`config.mk`:
```
export PLATFORM = sky130hd
export DESIGN_NAME = bsf_ctrl
export DESIGN_NICKNAME = d
export VERILOG_FILES = /design/src/design/bsf_pkg.sv /design/src/design/bsf_ctrl.sv
export VERILOG_INCLUDE_DIRS = /design/src /design/src/design
export SDC_FILE = /design/constraint.sdc
export NUM_CORES = 1
export LEC_CHECK = 0
export BUFFER_PORTS_ARGS = -buffer_cell sky130_fd_sc_hd__buf_2
export CORE_AREA = 2 2 39 41
export DETAILED_ROUTE_END_ITERATION = 8
export DIE_AREA = 0 0 41 43
export PLACE_DENSITY = 0.43
export SLEW_MARGIN = 20
export SYNTH_ARGS = -nofsm -noshare
export SYNTH_HDL_FRONTEND = slang
export SYNTH_SLANG_ARGS = --single-unit
export TNS_END_PERCENT = 30
```
`constraint.sdc`:
```
create_clock -name clock -period 2.65 [get_ports clock]
set_input_delay 0.6625 -clock clock [delete_from_list [all_inputs] [get_ports clock]]
set_output_delay 0.6625 -clock clock [all_outputs]
set_load 0.02 [all_outputs]
```
`src/design/assert_macros.svh`:
```
// Assertion macros shared by the span fill RTL.
// Each macro expands to one labeled concurrent assertion on a rising clock edge.
`ifndef ASSERT_MACROS_SVH
`define ASSERT_MACROS_SVH

// The consequent must hold in the same cycle as the antecedent.
`define ASSERT_IMPL(label, clk, rst, ante, cons, msg) \
   label: assert property (@(posedge clk) disable iff (rst) (ante) |-> (cons)) \
      else $error(msg);

// The consequent must hold in the cycle after the antecedent.
`define ASSERT_NEXT(label, clk, rst, ante, cons, msg) \
   label: assert property (@(posedge clk) disable iff (rst) (ante) |=> (cons)) \
      else $error(msg);

`endif

```
`src/design/bsf_pkg.sv`:
```
// Shared constants, field widths and controller/datapath interface types
// for the span fill block. Depends on nothing.
package bsf_pkg;

   localparam int SCREEN_BYTES  = 1024;
   localparam int MAX_ROW_BYTES = 64;
   localparam int PIX_PER_BYTE  = 8;

   localparam int ADDR_W  = (SCREEN_BYTES > 1) ? $clog2(SCREEN_BYTES) : 1;
   localparam int DATA_W  = PIX_PER_BYTE;
   localparam int BIT_W   = $clog2(PIX_PER_BYTE);
   localparam int X_W     = 9;
   localparam int ROW_W   = 10;
   localparam int BADDR_W = 10;
   localparam int RB_W    = 7;
   localparam int COL_W   = X_W - BIT_W;
   localparam int PROD_W  = ROW_W + RB_W;
   localparam int WID_W   = RB_W + BIT_W;

   localparam logic [RB_W-1:0] ROW_BYTES_RESET = RB_W'(4);

   localparam logic CMD_DRAW = 1'b0;
   localparam logic CMD_READ = 1'b1;

   // Commands from the controller to the datapath.
   typedef struct packed {
      logic clr_step;
      logic load;
      logic check;
      logic rd_issue;
      logic eval;
      logic step;
      logic result_load;
   } ctrl_cmd_type;

   // Status from the datapath to the controller.
   typedef struct packed {
      logic clr_last;
      logic cmd_read;
      logic draw_ok;
      logic span_last;
      logic out_free;
   } dp_stat_type;

endpackage

```
`src/design/bsf_ctrl.sv`:
```
// Controller of the span fill block: clearing pass, item sequencing,
// byte walk and result hand-off. Depends on bsf_pkg and assert_macros.svh.
`include "assert_macros.svh"

module bsf_ctrl (
   input  logic                  clock,
   input  logic                  reset,
   input  logic                  req_valid,
   output logic                  req_stall,
   input  bsf_pkg::dp_stat_type  stat,
   output bsf_pkg::ctrl_cmd_type cmd
);
   import bsf_pkg::*;

   typedef enum logic [2:0] {
      ST_CLEAR,
      ST_IDLE,
      ST_CHECK,
      ST_EVAL,
      ST_SPAN,
      ST_DRAIN,
      ST_RESULT
   } state_type;

   state_type state_ff;
   state_type state_in;
   logic      req_stall_ff;
   logic      req_stall_in;

   always_comb begin
      state_in = state_ff;
      cmd      = '0;
      unique case (state_ff)
         ST_CLEAR: begin
            cmd.clr_step = 1'b1;
            if (stat.clr_last) begin
               state_in = ST_IDLE;
            end
         end
         ST_IDLE: begin
            if (req_valid) begin
               cmd.load = 1'b1;
               state_in = ST_CHECK;
            end
         end
         ST_CHECK: begin
            cmd.check    = 1'b1;
            cmd.rd_issue = stat.cmd_read;
            state_in     = stat.cmd_read ? ST_RESULT : ST_EVAL;
         end
         ST_EVAL: begin
            cmd.eval = 1'b1;
            state_in = stat.draw_ok ? ST_SPAN : ST_RESULT;
         end
         ST_SPAN: begin
            cmd.step = 1'b1;
            if (stat.span_last) begin
               state_in = ST_DRAIN;
            end
         end
         ST_DRAIN: begin
            // The last byte's write completes in this cycle.
            state_in = ST_RESULT;
         end
         ST_RESULT: begin
            if (stat.out_free) begin
               cmd.result_load = 1'b1;
               state_in        = ST_IDLE;
            end
         end
         default: begin
            state_in = ST_CLEAR;
         end
      endcase
   end

   assign req_stall_in = state_in != ST_IDLE;

   always_ff @(posedge clock) begin
      if (reset) begin
         state_ff     <= ST_CLEAR;
         req_stall_ff <= 1'b1;
      end else begin
         state_ff     <= state_in;
         req_stall_ff <= req_stall_in;
      end
   end

   assign req_stall = req_stall_ff;

   `ASSERT_NEXT(a_accept_to_check, clock, reset, req_valid && !req_stall_ff, state_ff == ST_CHECK, "accepted beat not checked")
   `ASSERT_IMPL(a_load_when_free, clock, reset, cmd.result_load, stat.out_free, "result register overrun")

endmodule

```
==> results of run 1 <==
## routing by layer
metal,global-route usage,part of all wire,vias to the layer above
met5,0,0,-
met4,0.0800,0,0
met3,0.0366,0.12,0
met2,0.116,0.44,14
met1,0.103,0.44,129
li1,-,-,159
## through the flow
stage	hold WS (ps)	cells	setup slack, ps	instance area [um2]	total power, W
2_1_floorplan	620	35	780	280	0.000125
3_3_place_gp	650	63	805	360	0.000145
5_1_grt	686	66	431	383	0.000232
3_5_place_dp	645	63	783	360	0.000144
4_1_cts	642	66	527	383	0.000221
6_report	642	66	555	383	0.000214
## critical path, delay by kind of cell (launching register included)
kind                   cells  cell delay, ps
buffers and inverters      1             150
DFF                        1             520
and+or+nand+nor            3             530
## final cells by class
cell class              instances  area share
flip-flops and latches          4       0.209
repair buffers                 15       0.196
multi-input cells              28       0.484
well taps                      16      0.0523
clock buffers                   3      0.0588
## logic make-up after synthesis
family | Yosys count
simple gates | 18
compound gates | 10
flops | 4
buf+inv | 3
## cell usage in the layout, fill, tap and decap left out
cell type	n
nand2_1	3
a31o_2	1
o21ai_0	4
a21oi_2	1
nor2b_2	1
nor4b_2	1
dfxtp_1	4
and2b_1	1
a21o_1	1
buf_2	15
nand4_1	1
a221oi_2	1
and2_1	2
nor3b_1	1
a31oi_1	1
or3b_1	1
nand3_1	1
nor2_1	3
clkbuf_4	3
nor3_1	2
and4b_1	1
a21oi_1	1
## worst max-delay path by stage
stage                        end        start  slack, ps
after floorplan           cmd[3]  state_ff[1]        780
after global placement    cmd[3]  state_ff[1]        800
after detailed placement  cmd[3]  state_ff[1]        780
after CTS                 cmd[3]  state_ff[1]        530
after global routing      cmd[3]  state_ff[1]        430
final                     cmd[3]  state_ff[1]        550
## sequential cells by signal (all words and copies together), names as in the netlist
register / count
req_stall: 1
state_ff: 3
## power groups by stage
| stage | combinational, W | sequential [W] | clock [W] |
|---|---|---|---|
| after CTS | 0.0000614 | 0.0000820 | 0.0000774 |
| after global placement | 0.0000620 | 0.0000831 | 0 |
| final | 0.0000604 | 0.0000816 | 0.0000724 |
| after floorplan | 0.0000499 | 0.0000753 | 0 |
| after global routing | 0.0000677 | 0.0000839 | 0.0000805 |
| after detailed placement | 0.0000612 | 0.0000829 | 0 |
==> results.toml, run 1 <==
[yosys]
synth_top_cell_area_share = 0.286
synth_common_cells = "dfxtp_1, o21ai_0, buf_2, nand2_1, nor2_1"
synth-xor-area-share = 0
syn_nets = 43
synth_top_family_by_area = "simple AND/OR/NAND/NOR gates"
post-synth-top-area-cell = "dfxtp_1"
synth_fa_ha_area_frac = 0
synthFlopType = "dfxtp_1"
ys_types = 21
ys_seq_area_frac = 0.286
synth_compound_area_frac = 0.254
async_flop_share = 0
syn_inst = 35
synthMuxAreaShare = 0
synth_edf_count = 0
synth_simple_gate_area_share = 0.406
netlist_area_um2 = 280
synth.avg_cell_area_um2 = 8.01
yosys_warnings = 0
ys_seq_elements = 4
synth_area_leaders = "dfxtp_1, o21ai_0, buf_2"

[layout]
fill_cells = 158
regArea_um2 = 80.1
fin_util = 0.277
multiInputGateArea_um2 = 185
nets = 60
drive_above_1_share = 0.460
antenna_cells = 0
synthToLayoutAreaGrowth_pct = 36.6

[drt]
dr.first_iter.drc_count = 9
routedWlPerCell_um = 9.26
wl_um = 611
via_per_inst = 4.58
drc = 0
drtPass1Iterations = 3
postRouteAntennaNets = 0
dr_total_vias = 302

[global_route]
grt_overflow_total = 0
grt_pass1_wl_um = 1010
grt_max_degree = 16
antenna_found_initial = 0
gr-usage-all-layers = 0.0884
grt_pass1_vias = 260

[sta]
finalCriticalPeriod_ps = 2100
drv_slew = 0
hold_viol = 0
post-route-period-util = 0.791
fmax_mhz = 477
clock_skew_ps = 1.02
slew_headroom = 0.741
rsz0062_at_grt = "false"
setup_tns_ps = 0
tightest_slew_ps = 388
finalSetupViolCount = 0

[power_and_ir_drop]
seqPwrFrac = 0.381
comb_power_share = 0.282
switching_power_w = 0.0000689
power.density_nw_per_um2 = 560
p_clk_frac = 0.338
p_leak_nw = 0.178
p_sw_frac = 0.321
p_int_w = 0.000145
ir_worst_vdd_mv = 0.150

[min_path]
hold_class = "flop to flop"
hold_end = "state_ff[2]"
min_from = "state_ff[2]"
hold_depth = 2

[clocking]
cts_hold_buf = 0
insertion_delay_ps = 230
cts_buffers = 3
htree_levels = 1
cts_setup_buffers = 0
post_cts_resized = 0
clock_path_buffers = 2
cts_tree = "yes"
cts.clk_slew.worst_paths_ps = 40
cts.sink_count = 4
root_buffer = "clkbuf_4"

[worst_setup_path]
start_kind = "flop"
rrSetupSlack_ps = 1270
worstPathRequired_ps = 1990
cp_max_fo = 12
cp_slowest_cell = "dfxtp_1"
criticalPathCategory = "flop to output pin"
r2r_end = "req_stall"
rr_worst_depth = 4
cpPeakStageDelay_ps = 520
crit_chain = "nor2b_2 -> and2b_1 -> and2_1 -> buf_2"
worstSetupEndpointType = "output pin"
worstPathArrival_ps = 1430
reg2reg_from = "state_ff[2]"

[die]
num_rows = 14
initial_core_util = 0.203
pin_count = 16
design.core.area_um2 = 1380
die_h_um = 43
dieArea_um2 = 1760
die_width_um = 41

[placed_design]
portBuffers = 15
dp_hpwl_um = 494
place_congestion = 0.702

[status]
outcome = "complete, no violations"

[flow_run]
drv_cap = 0
No activity file was read; power rests on OpenSTA's default activity.
==> run 2: changes to the inputs <==
clock period = 2.12 ns   (was 2.65 ns; I/O delays follow)
==> run 2 against run 1 <==
Net effect: routed wire length increased by 4.7%; non-clock buffer count unchanged; combinational power is 25% higher; global-route usage grew 0.48 points; final cell count unchanged; clock-buffer cell count unchanged; worst setup slack worse by 420 ps; sequential share of layout area unchanged; largest cell class unchanged; critical path depth unchanged.
==> results.toml, run 2 (synthesized netlist as in run 1, its figures left out) <==
[status]
outcome = "complete, no violations"

[worst_setup_path]
cp_max_fo = 12
crit_chain = "nor2b_2 -> and2b_1 -> and2_1 -> buf_2"
worstPathArrival_ps = 1450
rr_worst_depth = 4
start_kind = "flop"
cpPeakStageDelay_ps = 530
cp_slowest_cell = "dfxtp_1"
criticalPathCategory = "flop to output pin"
worstSetupEndpointType = "output pin"
worstPathRequired_ps = 1590

[clocking]
cts.sink_count = 4
insertion_delay_ps = 230
cts_hold_buf = 0
post_cts_resized = 0
cts_buffers = 3
cts_setup_buffers = 0
htree_levels = 1
cts.clk_slew.worst_paths_ps = 40
root_buffer = "clkbuf_4"
clock_path_buffers = 2
cts_tree = "yes"

[die]
design.core.area_um2 = 1380
initial_core_util = 0.203
dieArea_um2 = 1760
pin_count = 16
die_h_um = 43
die_width_um = 41
num_rows = 14

[placed_design]
place_congestion = 0.665
place_area_um2 = 360
portBuffers = 15
dp_hpwl_um = 458

[layout]
mostFrequentLayoutCell = "buf_2"
largest_reg_flops = 3
drive_above_1_share = 0.460
nets = 60
synthToLayoutAreaGrowth_pct = 36.6
design_area_um2 = 383
antenna_cells = 0
final_cell_mix = "buf_2, o21ai_0, dfxtp_1"
regMostFlops = "state_ff"

[drt]
drc = 0
wl_um = 640
via_per_inst = 4.48
dr.first_iter.drc_count = 4
postRouteAntennaNets = 0
drtPass1Iterations = 2
routedWlPerCell_um = 9.70
dr_total_vias = 296

[sta]
drv_slew = 0
rsz0062_at_grt = "false"
hold_viol = 0
fmax_mhz = 504
post-route-period-util = 0.936
clock_skew_ps = 3.94
tightest_slew_ps = 412
setup_tns_ps = 0
slew_headroom = 0.725
finalCriticalPeriod_ps = 1980
finalSetupViolCount = 0

[global_route]
grt_pass1_vias = 217
grt_overflow_total = 0
gr-usage-all-layers = 0.0933
grt_pass1_wl_um = 1030
antenna_found_initial = 0
grt_max_degree = 16

[power_and_ir_drop]
power.density_nw_per_um2 = 714
p_leak_nw = 0.178
ir_worst_vdd_mv = 0.139

[flow_run]
drv_cap = 0

[min_path]
hold_class = "input pin to flop"
hold_depth = 3
## run 2: cell counts in the layout (fill, tap and decap cells not counted)
Identical to the previous run, type by type.
## run 2: routing by layer
layer	global-route usage	vias up	share of wire
li1	-	160	-
met1	0.138	124	0.53
met2	0.0813	12	0.38
met3	0.0628	0	0.089
met4	0.0800	0	0
met5	0	-	0
## run 2: critical path, delay by kind of cell (launching register included)
kind,cells,cell delay (ps)
buf+inv,1,150
flops,1,530
simple gates,3,530
## run 2: through the flow
step	util	setup slack, ps	power, W	std cells	hold WS (ps)
2_1_floorplan	-	382	0.000156	35	620
3_3_place_gp	0.260	398	0.000182	63	657
3_5_place_dp	0.260	382	0.000180	63	648
4_1_cts	0.277	125	0.000280	66	571
5_1_grt	0.277	16.8	0.000302	66	566
6_report	0.277	136	0.000273	66	583
## run 2: path summary, 6_finish.rpt
path | end | from | slack, ps
worst max-delay path | cmd[3] | state_ff[1] | 140
worst min-delay path | state_ff[2] | reset | 580
worst max register to register | req_stall | state_ff[2] | 730
worst min register to register | state_ff[2] | state_ff[2] | 660
## run 2: layout make-up
| type | instances | area [um2] |
|---|---|---|
| Timing Repair Buffer | 15 | 75.1 |
| Multi-Input combinational cell | 28 | 185 |
| Fill cell | 153 | 1000 |
| Tap cell | 16 | 20.0 |
| Clock buffer | 3 | 22.5 |
| Sequential cell | 4 | 80.1 |
## run 2: where the power goes
group / switching, W / leakage [nW] / internal [W] / total (W)
Clock: 0.0000317 / 0.0138 / 0.0000634 / 0.0000950
Sequential: 0.0000185 / 0.0329 / 0.0000844 / 0.000103
Combinational: 0.0000412 / 0.131 / 0.0000343 / 0.0000755
==> run 3: changes to the inputs <==
BUFFER_PORTS_ARGS = unset   (was -buffer_cell sky130_fd_sc_hd__buf_2)
CTS_CLUSTER_SIZE = 30   (was unset)
DONT_BUFFER_PORTS = 1   (was unset)
GPL_TIMING_DRIVEN = 0   (was unset)
PLACE_DENSITY = 0.33   (was 0.43)
==> run 3 against run 2 <==
Net effect: worst setup slack got worse by 18 ps; die area unchanged; total power decreased by 5.9%; sequential share of layout area increased by 3.7 points; sequential power decreased by 8%; first-iteration DRC count decreased by 25%; critical path depth unchanged; clock skew decreased by 2.0 ps; largest power group unchanged.
==> results.toml, run 3 (synthesized netlist as in run 1, its figures left out) <==
[drt]
routedWlPerCell_um = 12.0
dr_total_vias = 248
drtPass1Iterations = 3
dr.first_iter.drc_count = 3
postRouteAntennaNets = 0
drc = 0
wl_um = 647
via_per_inst = 4.59

[min_path]
hold_end = "state_ff[0]"
min_from = "reset"
hold_depth = 2
hold_class = "input pin to flop"

[flow_run]
drv_cap = 0

[layout]
synthToLayoutAreaGrowth_pct = 16.1
final_cell_mix = "o21ai_0, dfxtp_1"
largest_reg_flops = 3
finalNonFillerCells = 54
antenna_cells = 0
regMostFlops = "state_ff"
drive_above_1_share = 0.342
nets = 48

[sta]
hold_viol = 0
fmax_mhz = 500
setup_tns_ps = 0
finalCriticalPeriod_ps = 2000
worst_slack_ps = 118
tightest_slew_ps = 844
rsz0062_at_grt = "false"
clock_skew_ps = 1.93
finalSetupViolCount = 0
slew_headroom = 0.436
drv_slew = 0
post-route-period-util = 0.944

[clocking]
cts_hold_buf = 0
cts_tree = "yes"
insertion_delay_ps = 230
root_buffer = "clkbuf_4"
htree_levels = 1
cts.sink_count = 4
cts_buffers = 3
clock_path_buffers = 2
cts.clk_slew.worst_paths_ps = 40

[die]
die_width_um = 41
die_h_um = 43
design.core.area_um2 = 1380
num_rows = 14
pin_count = 16
initial_core_util = 0.203
dieArea_um2 = 1760

[worst_setup_path]
cp_max_fo = 10
r2r_end = "req_stall"
reg2reg_from = "state_ff[0]"
rrSetupSlack_ps = 500
worstSetupEndpointType = "output pin"
worstPathRequired_ps = 1590
worstPathArrival_ps = 1470
start_kind = "flop"
rr_worst_depth = 4
criticalPathCategory = "flop to output pin"

[placed_design]
dp_hpwl_um = 506
place_ws_ps = 264
place_inst = 51
place_congestion = 0.673
portBuffers = 0

[global_route]
grt_max_degree = 11
antenna_found_initial = 0
gr-usage-all-layers = 0.0812
grt_pass1_vias = 249
grt_overflow_total = 0
grt_pass1_wl_um = 959

[power_and_ir_drop]
p_int_w = 0.000173
p_leak_nw = 0.127
comb_power_share = 0.276
ir_worst_vdd_mv = 0.108
power.density_nw_per_um2 = 791
p_clk_frac = 0.354
switching_power_w = 0.0000839
seqPwrFrac = 0.369
p_sw_frac = 0.326

[status]
outcome = "complete, no violations"
==> run 3: cell count changes in the layout (fill, tap and decap cells not counted) <==
cell	change
and2_1	-1
and2_2	+1
and2b_1	-1
and2b_2	+1
buf_2	-12
==> run 3: final cells by class <==
type	count	area, um2
sequential	4	80.1
tap	16	20.0
fill	156	1060
buffer	3	15.0
clock buffer	3	22.5
multi-input combinational	28	188
==> run 3: what timing repair did <==
action	CTS	global route
setup buffers	0	0
setup endpoints to repair	0	1
gates resized for setup	0	2
==> run 3: stage by stage <==
step | utilization | hold slack, ps | power [W] | area (um2)
2_1_floorplan | - | 620 | 0.000156 | 280
3_3_place_gp | 0.217 | 672 | 0.000167 | 300
3_5_place_dp | 0.217 | 674 | 0.000168 | 300
4_1_cts | 0.233 | 485 | 0.000265 | 323
5_1_grt | 0.235 | 505 | 0.000272 | 325
6_report | 0.235 | 496 | 0.000257 | 325
==> run 3: metal layers <==
| layer | vias up | share of wire | GRT usage |
|---|---|---|---|
| met4 | 0 | 0 | 0.0800 |
| met2 | 8 | 0.48 | 0.106 |
| li1 | 133 | - | - |
| met1 | 107 | 0.46 | 0.109 |
| met3 | 0 | 0.054 | 0.00524 |
| met5 | - | 0 | 0 |
==> run 3: critical path, cell delays in order (launching register included) <==
cell	delay [ps]
dfxtp_1	330
buf_2	210
nor2b_2	230
and2b_2	240
and2_2	220
==> run 3: how the worst max path moves through the flow <==
stage | start | endpoint | slack, ps
2_1_floorplan | state_ff[1] | cmd[3] | 380
3_3_place_gp | state_ff[1] | cmd[3] | 280
3_5_place_dp | state_ff[1] | cmd[3] | 260
4_1_cts | state_ff[1] | cmd[3] | 9
5_1_grt | state_ff[1] | cmd[3] | 30
6_report | state_ff[1] | cmd[3] | 120
==> run 3: power by group through the flow <==
stage                     logic [W]  registers [W]  clock network [W]
final                     0.0000711      0.0000950          0.0000912
after detailed placement  0.0000715      0.0000964                  0
after CTS                 0.0000716      0.0000953          0.0000981
after global placement    0.0000713      0.0000961                  0
after global routing      0.0000783      0.0000964          0.0000973
after floorplan           0.0000624      0.0000941                  0
